### src/hdl/wmmd_pkg.sv
// ----------------------------------------------------------------------------
// wmmd_pkg
// Constants, types and codes shared by the waveform min/max decimator.
// ----------------------------------------------------------------------------
`default_nettype none

package wmmd_pkg;

  localparam int SAMPLE_BITS  = 16;
  localparam int MAX_CHANNELS = 8;
  localparam int MAX_COLUMNS  = 8192;
  localparam int MIN_COLUMNS  = 32;
  localparam int MAX_RESULTS  = 64;

  localparam int CHAN_W     = 4;
  localparam int COLS_W     = 14;
  localparam int LEN_W      = 24;
  localparam int CFG_IDX_W  = 2;
  localparam int CFG_DATA_W = 24;

  localparam int SUM_W      = SAMPLE_BITS + $clog2(MAX_CHANNELS);
  localparam int CPOS_W     = $clog2(MAX_CHANNELS);
  localparam int COL_IDX_W  = $clog2(MAX_COLUMNS);
  localparam int EMIT_W     = $clog2(MAX_RESULTS + 1);
  localparam int DIV_STEP_W = $clog2(LEN_W + 1);

  // register indexes
  localparam logic [CFG_IDX_W-1:0] REG_CHANNEL_COUNT  = CFG_IDX_W'(0);
  localparam logic [CFG_IDX_W-1:0] REG_COLUMN_COUNT   = CFG_IDX_W'(1);
  localparam logic [CFG_IDX_W-1:0] REG_SEGMENT_LENGTH = CFG_IDX_W'(2);

  // register reset values
  localparam logic [CHAN_W-1:0] CHAN_RESET = CHAN_W'(2);
  localparam logic [COLS_W-1:0] COLS_RESET = COLS_W'(800);
  localparam logic [LEN_W-1:0]  LEN_RESET  = LEN_W'(800);

  localparam logic signed [SAMPLE_BITS-1:0] SAMPLE_MAX = {1'b0, {(SAMPLE_BITS-1){1'b1}}};
  localparam logic signed [SAMPLE_BITS-1:0] SAMPLE_MIN = {1'b1, {(SAMPLE_BITS-1){1'b0}}};

  typedef enum logic [2:0] {
    ST_CFG_LOAD,
    ST_CFG_DIV,
    ST_IDLE,
    ST_MEAN_LOAD,
    ST_MEAN_DIV,
    ST_COLUMN
  } state_t;

  typedef struct packed {
    logic              start;
    logic [LEN_W-1:0]  dividend;
    logic [COLS_W-1:0] divisor;
  } div_req_t;

  typedef struct packed {
    logic              done;
    logic [LEN_W-1:0]  quotient;
    logic [COLS_W-1:0] remainder;
  } div_rsp_t;

endpackage

`default_nettype wire

### src/hdl/wmmd_div.sv
// ----------------------------------------------------------------------------
// wmmd_div
// Restoring unsigned divider, one quotient bit per cycle.
// ----------------------------------------------------------------------------
`default_nettype none

module wmmd_div (
  input  wire                 clk,
  input  wire                 rst,
  input  wmmd_pkg::div_req_t  req,
  output wmmd_pkg::div_rsp_t  rsp
);

  logic [wmmd_pkg::LEN_W-1:0]      quo;
  logic [wmmd_pkg::COLS_W-1:0]     rem;
  logic [wmmd_pkg::DIV_STEP_W-1:0] cnt;
  logic                            busy;
  logic                            done;
  logic [wmmd_pkg::COLS_W-1:0]     divisor;

  logic [wmmd_pkg::COLS_W:0]       shifted;
  logic                            ge;
  logic [wmmd_pkg::COLS_W:0]       diff;

  always_comb begin
    shifted = {rem, quo[wmmd_pkg::LEN_W-1]};
    ge      = shifted >= {1'b0, divisor};
    diff    = shifted - {1'b0, divisor};
  end

  always_ff @(posedge clk) begin
    if (rst) begin
      busy <= 1'b0;
      done <= 1'b0;
      cnt  <= '0;
    end else begin
      done <= 1'b0;
      if (req.start) begin
        busy    <= 1'b1;
        cnt     <= wmmd_pkg::DIV_STEP_W'(wmmd_pkg::LEN_W);
        quo     <= req.dividend;
        rem     <= '0;
        divisor <= req.divisor;
      end else if (busy) begin
        // partial remainder stays below the divisor, so the low bits suffice
        rem <= ge ? diff[wmmd_pkg::COLS_W-1:0] : shifted[wmmd_pkg::COLS_W-1:0];
        quo <= {quo[wmmd_pkg::LEN_W-2:0], ge};
        cnt <= cnt - wmmd_pkg::DIV_STEP_W'(1);
        if (cnt == wmmd_pkg::DIV_STEP_W'(1)) begin
          busy <= 1'b0;
          done <= 1'b1;
        end
      end
    end
  end

  assign rsp.done      = done;
  assign rsp.quotient  = quo;
  assign rsp.remainder = rem;

endmodule

`default_nettype wire

### src/hdl/waveform_min_max_decimator.sv
// ----------------------------------------------------------------------------
// waveform_min_max_decimator
// Min/max peak decimator that builds a waveform overview of one segment.
// ----------------------------------------------------------------------------
// Interleaved channel samples enter one item at a time. Each frame of
// channel_count samples is summed and divided by the channel count
// (truncating toward zero) to give a mono value. The segment_length frames
// are split into column_count columns; column k spans frames
// floor(k*N/W) .. max(floor(k*N/W)+1, floor((k+1)*N/W)) - 1, and each closed
// column is reported as one output item with its min, max, index and a
// last-column flag. With fewer frames than columns one frame closes several
// columns, reported in order, at most 64 per frame. After the final column
// the counters restart for the next segment.
// A sample that does not complete a frame is accepted without a stall.
// A frame-completing sample holds in_stall while the shared 24-step
// serial divider forms the channel mean and while the columns it closes
// are stepped (longer if out_stall holds the output register). Reset and
// any write to a listed register restart the segment and run the same
// divider on segment_length / column_count, with in_stall high until it
// is done. Out-of-range register values are clamped (channels 1..8,
// columns 32..8192, length at least 1); writes to an unlisted index
// are ignored.
// ----------------------------------------------------------------------------
`default_nettype none

module waveform_min_max_decimator (
  input  wire                                         clk,
  input  wire                                         rst,
  // configuration write port
  input  wire                                         cfg_write,
  input  wire [wmmd_pkg::CFG_IDX_W-1:0]               cfg_index,
  input  wire [wmmd_pkg::CFG_DATA_W-1:0]              cfg_data,
  // sample input
  input  wire                                         in_valid,
  output logic                                        in_stall,
  input  wire signed [wmmd_pkg::SAMPLE_BITS-1:0]      sample_value,
  // column output
  output logic                                        out_valid,
  input  wire                                         out_stall,
  output logic signed [wmmd_pkg::SAMPLE_BITS-1:0]     column_min,
  output logic signed [wmmd_pkg::SAMPLE_BITS-1:0]     column_max,
  output logic [wmmd_pkg::COL_IDX_W-1:0]              column_index,
  output logic                                        last_column
);

  // configuration registers
  logic [wmmd_pkg::CHAN_W-1:0]  chan_cfg;
  logic [wmmd_pkg::COLS_W-1:0]  cols_cfg;
  logic [wmmd_pkg::LEN_W-1:0]   len_cfg;

  // N / W split, kept for column stepping and segment restart
  logic [wmmd_pkg::LEN_W-1:0]     step_q;
  logic [wmmd_pkg::COL_IDX_W-1:0] step_r;

  // segment state
  wmmd_pkg::state_t                       state, state_next;
  logic signed [wmmd_pkg::SUM_W-1:0]      frame_sum;
  logic [wmmd_pkg::CPOS_W-1:0]            channel_position;
  logic [wmmd_pkg::LEN_W-1:0]             frame_position;
  logic [wmmd_pkg::COL_IDX_W-1:0]         current_column;
  logic [wmmd_pkg::LEN_W-1:0]             column_start;
  logic [wmmd_pkg::LEN_W-1:0]             column_end_frame;
  logic [wmmd_pkg::COL_IDX_W-1:0]         boundary_residue;
  logic signed [wmmd_pkg::SAMPLE_BITS-1:0] running_min;
  logic signed [wmmd_pkg::SAMPLE_BITS-1:0] running_max;
  logic signed [wmmd_pkg::SAMPLE_BITS-1:0] mono;
  logic [wmmd_pkg::EMIT_W-1:0]            emit_cnt;

  wmmd_pkg::div_req_t div_req;
  wmmd_pkg::div_rsp_t div_rsp;

  // effective (clamped) settings
  logic [wmmd_pkg::CHAN_W-1:0] chans_eff;
  logic [wmmd_pkg::COLS_W-1:0] cols_eff;
  logic [wmmd_pkg::LEN_W-1:0]  len_eff;

  always_comb begin
    if (chan_cfg == '0)
      chans_eff = wmmd_pkg::CHAN_W'(1);
    else if (chan_cfg > wmmd_pkg::CHAN_W'(wmmd_pkg::MAX_CHANNELS))
      chans_eff = wmmd_pkg::CHAN_W'(wmmd_pkg::MAX_CHANNELS);
    else
      chans_eff = chan_cfg;

    if (cols_cfg < wmmd_pkg::COLS_W'(wmmd_pkg::MIN_COLUMNS))
      cols_eff = wmmd_pkg::COLS_W'(wmmd_pkg::MIN_COLUMNS);
    else if (cols_cfg > wmmd_pkg::COLS_W'(wmmd_pkg::MAX_COLUMNS))
      cols_eff = wmmd_pkg::COLS_W'(wmmd_pkg::MAX_COLUMNS);
    else
      cols_eff = cols_cfg;

    len_eff = (len_cfg == '0) ? wmmd_pkg::LEN_W'(1) : len_cfg;
  end

  // config write to a listed register restarts the segment
  logic cfg_hit;
  assign cfg_hit = cfg_write && ((cfg_index == wmmd_pkg::REG_CHANNEL_COUNT) ||
                                 (cfg_index == wmmd_pkg::REG_COLUMN_COUNT) ||
                                 (cfg_index == wmmd_pkg::REG_SEGMENT_LENGTH));

  // input side
  logic                              in_acc;
  logic signed [wmmd_pkg::SUM_W-1:0] sum_next;
  logic [wmmd_pkg::CPOS_W:0]         cpos_inc;
  logic                              frame_close;

  assign in_stall    = (state != wmmd_pkg::ST_IDLE);
  assign in_acc      = in_valid && !in_stall;
  assign sum_next    = frame_sum + wmmd_pkg::SUM_W'(sample_value);
  assign cpos_inc    = {1'b0, channel_position} + (wmmd_pkg::CPOS_W+1)'(1);
  assign frame_close = ((wmmd_pkg::CHAN_W)'(cpos_inc) >= chans_eff);

  // channel mean: magnitude through the divider, sign put back afterwards
  logic [wmmd_pkg::SUM_W-1:0]              sum_mag;
  logic [wmmd_pkg::SAMPLE_BITS-1:0]        quot_lo;
  logic signed [wmmd_pkg::SAMPLE_BITS-1:0] mean_val;

  assign sum_mag  = frame_sum[wmmd_pkg::SUM_W-1] ? wmmd_pkg::SUM_W'(-frame_sum)
                                                 : wmmd_pkg::SUM_W'(frame_sum);
  assign quot_lo  = div_rsp.quotient[wmmd_pkg::SAMPLE_BITS-1:0];
  assign mean_val = frame_sum[wmmd_pkg::SUM_W-1] ? -$signed(quot_lo) : $signed(quot_lo);

  always_comb begin
    div_req.start = (state == wmmd_pkg::ST_CFG_LOAD) || (state == wmmd_pkg::ST_MEAN_LOAD);
    if (state == wmmd_pkg::ST_MEAN_LOAD) begin
      div_req.dividend = wmmd_pkg::LEN_W'(sum_mag);
      div_req.divisor  = wmmd_pkg::COLS_W'(chans_eff);
    end else begin
      div_req.dividend = len_eff;
      div_req.divisor  = cols_eff;
    end
  end

  wmmd_div u_div (
    .clk (clk),
    .rst (rst),
    .req (div_req),
    .rsp (div_rsp)
  );

  // column boundary logic
  logic [wmmd_pkg::LEN_W:0]      start_inc;
  logic [wmmd_pkg::LEN_W:0]      col_stop;
  logic [wmmd_pkg::LEN_W:0]      frame_inc;
  logic                          col_hit;
  logic                          is_last;
  logic                          can_emit;
  logic                          out_free;
  logic                          step_ok;
  logic                          out_load;
  logic [wmmd_pkg::COLS_W-1:0]   res_sum;
  logic                          res_wrap;
  logic [wmmd_pkg::COLS_W-1:0]   res_next;
  logic [wmmd_pkg::LEN_W-1:0]    end_adv;
  logic                          refold;

  always_comb begin
    start_inc = {1'b0, column_start} + (wmmd_pkg::LEN_W+1)'(1);
    col_stop  = ({1'b0, column_end_frame} < start_inc) ? start_inc
                                                        : {1'b0, column_end_frame};
    frame_inc = {1'b0, frame_position} + (wmmd_pkg::LEN_W+1)'(1);
    col_hit   = (col_stop == frame_inc);
    is_last   = ({1'b0, current_column} + wmmd_pkg::COLS_W'(1)) >= cols_eff;
    can_emit  = emit_cnt < wmmd_pkg::EMIT_W'(wmmd_pkg::MAX_RESULTS);
    out_free  = !out_valid || !out_stall;
    step_ok   = !can_emit || out_free;
    // a closing column within the per-frame limit fills the output register
    out_load  = !cfg_hit && (state == wmmd_pkg::ST_COLUMN) && col_hit &&
                step_ok && can_emit;
    res_sum   = wmmd_pkg::COLS_W'(boundary_residue) + wmmd_pkg::COLS_W'(step_r);
    res_wrap  = (res_sum >= cols_eff);
    res_next  = res_wrap ? (res_sum - cols_eff) : res_sum;
    end_adv   = column_end_frame + step_q + wmmd_pkg::LEN_W'(res_wrap);
    // the next column already owns the current frame
    refold    = (column_end_frame <= frame_position);
  end

  // state register
  always_ff @(posedge clk) begin
    if (rst) begin
      state <= wmmd_pkg::ST_CFG_LOAD;
    end else begin
      state <= state_next;
    end
  end

  always_comb begin
    state_next = state;
    if (cfg_hit) begin
      state_next = wmmd_pkg::ST_CFG_LOAD;
    end else begin
      unique case (state)
        wmmd_pkg::ST_CFG_LOAD:  state_next = wmmd_pkg::ST_CFG_DIV;
        wmmd_pkg::ST_CFG_DIV:   if (div_rsp.done) state_next = wmmd_pkg::ST_IDLE;
        wmmd_pkg::ST_IDLE:      if (in_acc && frame_close) state_next = wmmd_pkg::ST_MEAN_LOAD;
        wmmd_pkg::ST_MEAN_LOAD: state_next = wmmd_pkg::ST_MEAN_DIV;
        wmmd_pkg::ST_MEAN_DIV:  if (div_rsp.done) state_next = wmmd_pkg::ST_COLUMN;
        wmmd_pkg::ST_COLUMN: begin
          if (!col_hit)
            state_next = wmmd_pkg::ST_IDLE;
          else if (step_ok && is_last)
            state_next = wmmd_pkg::ST_IDLE;
        end
        default:                state_next = wmmd_pkg::ST_CFG_LOAD;
      endcase
    end
  end

  // datapath
  always_ff @(posedge clk) begin
    if (rst) begin
      chan_cfg         <= wmmd_pkg::CHAN_RESET;
      cols_cfg         <= wmmd_pkg::COLS_RESET;
      len_cfg          <= wmmd_pkg::LEN_RESET;
      frame_sum        <= '0;
      channel_position <= '0;
      frame_position   <= '0;
      current_column   <= '0;
      column_start     <= '0;
      running_min      <= wmmd_pkg::SAMPLE_MAX;
      running_max      <= wmmd_pkg::SAMPLE_MIN;
      emit_cnt         <= '0;
      out_valid        <= 1'b0;
    end else begin
      if (out_load)
        out_valid <= 1'b1;
      else if (out_valid && !out_stall)
        out_valid <= 1'b0;

      if (cfg_hit) begin
        unique case (cfg_index)
          wmmd_pkg::REG_CHANNEL_COUNT:  chan_cfg <= cfg_data[wmmd_pkg::CHAN_W-1:0];
          wmmd_pkg::REG_COLUMN_COUNT:   cols_cfg <= cfg_data[wmmd_pkg::COLS_W-1:0];
          default:                      len_cfg  <= cfg_data[wmmd_pkg::LEN_W-1:0];
        endcase
        // drop partial frame and columns; boundaries reload after the divide
        frame_sum        <= '0;
        channel_position <= '0;
        frame_position   <= '0;
        current_column   <= '0;
        column_start     <= '0;
        running_min      <= wmmd_pkg::SAMPLE_MAX;
        running_max      <= wmmd_pkg::SAMPLE_MIN;
      end else begin
        unique case (state)
          wmmd_pkg::ST_CFG_DIV: begin
            if (div_rsp.done) begin
              step_q           <= div_rsp.quotient;
              step_r           <= div_rsp.remainder[wmmd_pkg::COL_IDX_W-1:0];
              column_end_frame <= div_rsp.quotient;
              boundary_residue <= div_rsp.remainder[wmmd_pkg::COL_IDX_W-1:0];
            end
          end
          wmmd_pkg::ST_IDLE: begin
            if (in_acc) begin
              frame_sum        <= sum_next;
              channel_position <= frame_close ? channel_position
                                              : cpos_inc[wmmd_pkg::CPOS_W-1:0];
            end
          end
          wmmd_pkg::ST_MEAN_DIV: begin
            if (div_rsp.done) begin
              mono             <= mean_val;
              if (mean_val < running_min) running_min <= mean_val;
              if (mean_val > running_max) running_max <= mean_val;
              frame_sum        <= '0;
              channel_position <= '0;
              emit_cnt         <= '0;
            end
          end
          wmmd_pkg::ST_COLUMN: begin
            if (!col_hit) begin
              frame_position <= frame_inc[wmmd_pkg::LEN_W-1:0];
            end else if (step_ok) begin
              if (can_emit) begin
                column_min   <= running_min;
                column_max   <= running_max;
                column_index <= current_column;
                last_column  <= is_last;
                emit_cnt     <= emit_cnt + wmmd_pkg::EMIT_W'(1);
              end
              if (is_last) begin
                // segment done: restart with the stored N / W split
                frame_position   <= '0;
                current_column   <= '0;
                column_start     <= '0;
                column_end_frame <= step_q;
                boundary_residue <= step_r;
                running_min      <= wmmd_pkg::SAMPLE_MAX;
                running_max      <= wmmd_pkg::SAMPLE_MIN;
              end else begin
                current_column   <= current_column + wmmd_pkg::COL_IDX_W'(1);
                column_start     <= column_end_frame;
                column_end_frame <= end_adv;
                boundary_residue <= res_next[wmmd_pkg::COL_IDX_W-1:0];
                running_min      <= refold ? mono : wmmd_pkg::SAMPLE_MAX;
                running_max      <= refold ? mono : wmmd_pkg::SAMPLE_MIN;
              end
            end
          end
          default: ;
        endcase
      end
    end
  end

endmodule

`default_nettype wire

### config.mk
export PLATFORM = sky130hd
export DESIGN_NAME = waveform_min_max_decimator
export DESIGN_NICKNAME = d
export VERILOG_FILES = /design/src/hdl/wmmd_pkg.sv /design/src/hdl/wmmd_div.sv /design/src/hdl/waveform_min_max_decimator.sv
export SDC_FILE = /design/constraint.sdc
export NUM_CORES = 1
export LEC_CHECK = 0
export BUFFER_PORTS_ARGS = -buffer_cell sky130_fd_sc_hd__buf_2
export CORE_ASPECT_RATIO = 0.9
export CORE_UTILIZATION = 64
export CTS_BUF_LIST = sky130_fd_sc_hd__clkbuf_16
export DETAILED_ROUTE_END_ITERATION = 7
export GPL_TIMING_DRIVEN = 0
export PLACE_DENSITY = 0.79
export SYNTH_ARGS = -nofsm -noshare
export SYNTH_HDL_FRONTEND = slang
export SYNTH_HIERARCHICAL = 1
export SYNTH_SLANG_ARGS = --single-unit
### constraint.sdc
create_clock -name clk -period 11.7 [get_ports clk]
set_input_delay 0.585 -clock clk [delete_from_list [all_inputs] [get_ports clk]]
set_output_delay 0.585 -clock clk [all_outputs]
set_load 0.01 [all_outputs]
==> flow_summary.json <==
{
  "startpoint_type": "flip-flop",
  "hold_violations": 0,
  "cts_made_buffers": 39,
  "skew_ps": 24.8,
  "path_common_cell": "a21oi_1",
  "cp-end-kind": "flip-flop",
  "cp_slowest_cell": "clkbuf_1",
  "cp.arrival_ps": 7960,
  "fmax_ghz": 0.130,
  "fin_tns_setup_ps": 0,
  "viasPerCell": 6.53,
  "syn-cell-area_um2": 23200,
  "cts_tree": "built",
  "num_vias": 20700,
  "synth-edff-count": 188,
  "async_flop_share_pct": 0,
  "synth_flop_cell": "edfxtp_1",
  "ys_ff_latch": 363,
  "cts_htree_levels": 2,
  "grt_pass1_vias": 19700,
  "drive_gt1_share_pct": 10.1,
  "grt_usage_pct": 36.5,
  "fillers": 2669,
  "fp.dieW_um": 203,
  "finalCritPeriodShare_pct": 65.8,
  "avgSynthCellArea_um2": 9.22,
  "period_minus_slack_ps": 7700,
  "ant_nets": 0,
  "clockBufferDepth": 3,
  "gp_congestion": 0.966,
  "power_w": 0.00322,
  "ff2ff_setup_slack_ps": 4000,
  "cts_root_buf": "clkbuf_16",
  "dieHeight_um": 183,
  "antenna_found_initial": 2,
  "holdCritPathClass": "in -> reg",
  "cts.sinks": 363,
  "tightest_slew_ps": 1320,
  "maxSlewViolCount": 0,
  "setup_violations": 0,
  "highest_layer": "met5",
  "clk_pin_slew_worst_paths_ps": 60,
  "regArea_um2": 9150,
  "overflow": 0,
  "crit_type": "reg -> reg",
  "ys_warn_count": 6,
  "hold_buffers": 0,
  "p_leak_nw": 10.1,
  "port_buffers": 94,
  "synth.distinct_cells": 89,
  "start_util_pct": 65.7,
  "fp.dieArea_um2": 37100,
  "io-pin-count": 95,
  "grt_max_degree": 43,
  "power_density_nw_per_um2": 125,
  "drt-wirelength-per-cell_um": 21.6,
  "cp.required_ps": 11970,
  "wl_met3_um": 6680,
  "post_cts_buffers": 0,
  "num_rows": 65,
  "max_stage_delay_ps": 680,
  "dp_hpwl_um": 52500,
  "grt_pass1_wl_um": 106000,
  "crit_path_max_fanout": 10,
  "wl_met1_um": 27500,
  "timing.hold.ws_ps": 280,
  "drc": 0,
  "clkLatencyLatePin_ps": 550,
  "drt-pass1-iter-count": 5,
  "syn_nets": 2760,
  "synth.top_cell.area_share_pct": 24.3,
  "cts-resized-gates": 0,
  "core_area_um2": 35400,
  "wl_um": 68400,
  "synth.area.top_cells": "edfxtp_1 (24%), dfxtp_1 (15%), ha_1 (10%)",
  "drtIter0Drc": 2138,
  "ys_seq_area_share_pct": 39.4,
  "wl_met2_um": 31900,
  "synth_area_leader_cell": "edfxtp_1",
  "nNetsFinal": 2906,
  "cap_violations": 0,
  "max_slew_margin_pct": 11.5,
  "rsz0062_at_grt": "false",
  "synthCells": 2520,
  "antenna_cells": 0,
  "synthToLayoutAreaGrowth_pct": 10.6,
  "status": "completed",
  "multi_input_comb_area_um2": 13100,
  "vdd_drop_max_uv": 124
}
placed cells by master (no fill, tap or decap), drive strengths merged, types with 16 or more instances in the layout:
| cell | n |
|---|---|
| edfxtp | 188 |
| nand3 | 128 |
| or4 | 17 |
| or3 | 17 |
| a211oi | 27 |
| and2 | 23 |
| and3 | 33 |
| nor2 | 156 |
| a22oi | 16 |
| xor2 | 63 |
| o21a | 28 |
| nor3 | 63 |
| inv | 141 |
| mux2 | 28 |
| buf | 134 |
| a21oi | 196 |
| nor2b | 22 |
| o21ai | 136 |
| nand2 | 237 |
| dfxtp | 175 |
| o31ai | 18 |
| a21o | 48 |
| clkbuf | 120 |
| nand2b | 61 |
| xnor2 | 95 |
| ha | 187 |
| a31oi | 17 |
| or2 | 17 |
| nand4 | 37 |
| mux2i | 28 |
| nor4 | 26 |
report_power, final:
group          switching, W  internal (W)
clock              0.000519      0.000712
combinational      0.000315      0.000205
sequential        0.0000643       0.00141
total              0.000898       0.00233
state kept, by name, indices dropped and copies added, names as in the netlist, 14 cells and up:
signal	count
frame_position	24
column_min	16
u_div/divisor	14
running_min	16
mono	16
frame_sum	19
column_end_frame	24
u_div/quo	24
column_start	24
running_max	16
column_max	16
u_div/rem	14
step_q	24
len_cfg	24
cols_cfg	14
path summary, 6_finish.rpt:
path,startpoint,to,cells after the start
worst max-delay path,step_r[1],column_end_frame[23],28
worst min register to register,running_max[9],column_max[9],0
worst min-delay path,cfg_data[20],len_cfg[20],3
worst max register to register,step_r[1],column_end_frame[23],28
synth_stat cells (all sizes together) (17+ instances only):
master  count
o21a       28
mux2       28
a211oi     27
clkbuf     80
inv       128
mux2i      28
ha        187
or2        17
or3        17
nor2      156
nor2b      22
o21ai     136
or4        17
dfxtp     175
o31ai      18
a21o       48
nand4      37
and3       33
nand2     237
xnor2      95
xor2       63
nor4       26
a21oi     196
nor3       63
nand3     128
edfxtp    188
nand2b     61
buf        29
a31oi      17
and2       23
per-layer routing:
| metal | vias to the layer above | GRT usage (%) |
|---|---|---|
| met5 | - | 0 |
| met4 | 2 | 12.8 |
| met3 | 185 | 5.99 |
| met2 | 1084 | 60.4 |
| met1 | 9860 | 48.6 |
| li1 | 9544 | - |
critical path: cells and delay by family, from the launching register on:
family,cells,cell delay (ps)
adder cells (fa/ha/maj),3,1050
XOR/XNOR,3,530
AO/OA/AOI/OAI,17,3860
AND/OR/NAND/NOR,4,830
flip-flops,1,460
buffers and inverters,1,680
cells by family (layout without fill, tap and decap cells):
kind of cell	Yosys count	after routing	share of synthesized area [%]
compound gates	636	636	18.0
flops	363	363	39.4
fa+ha+maj	193	193	10.6
mux	56	56	2.56
simple gates	875	875	19.3
xor+xnor	158	158	5.95
buf+inv	239	416	4.29
area by class of cell:
cell class | instances | share of cell area (%)
plain buffers | 109 | 1.98
clock buffers | 40 | 3.89
clock inverters | 32 | 1.03
inverters | 130 | 1.90
multi-input cells | 1918 | 51.0
flip-flops and latches | 363 | 35.6
well taps | 469 | 2.28
repair buffers | 105 | 2.32
metrics by stage:
step                cell area [um^2]  worst slack [ps]  util (%)  instances
floorplan                      23200              4160         -       2520
finish                         25700              4000      72.7       3166
CTS                            25700              4100      72.7       3166
global route                   25700              3570      72.7       3166
global placement               24300              1630      68.7       3083
detailed placement             24400              4090      69.1       3094
No activity file was read; power rests on OpenSTA's default activity.
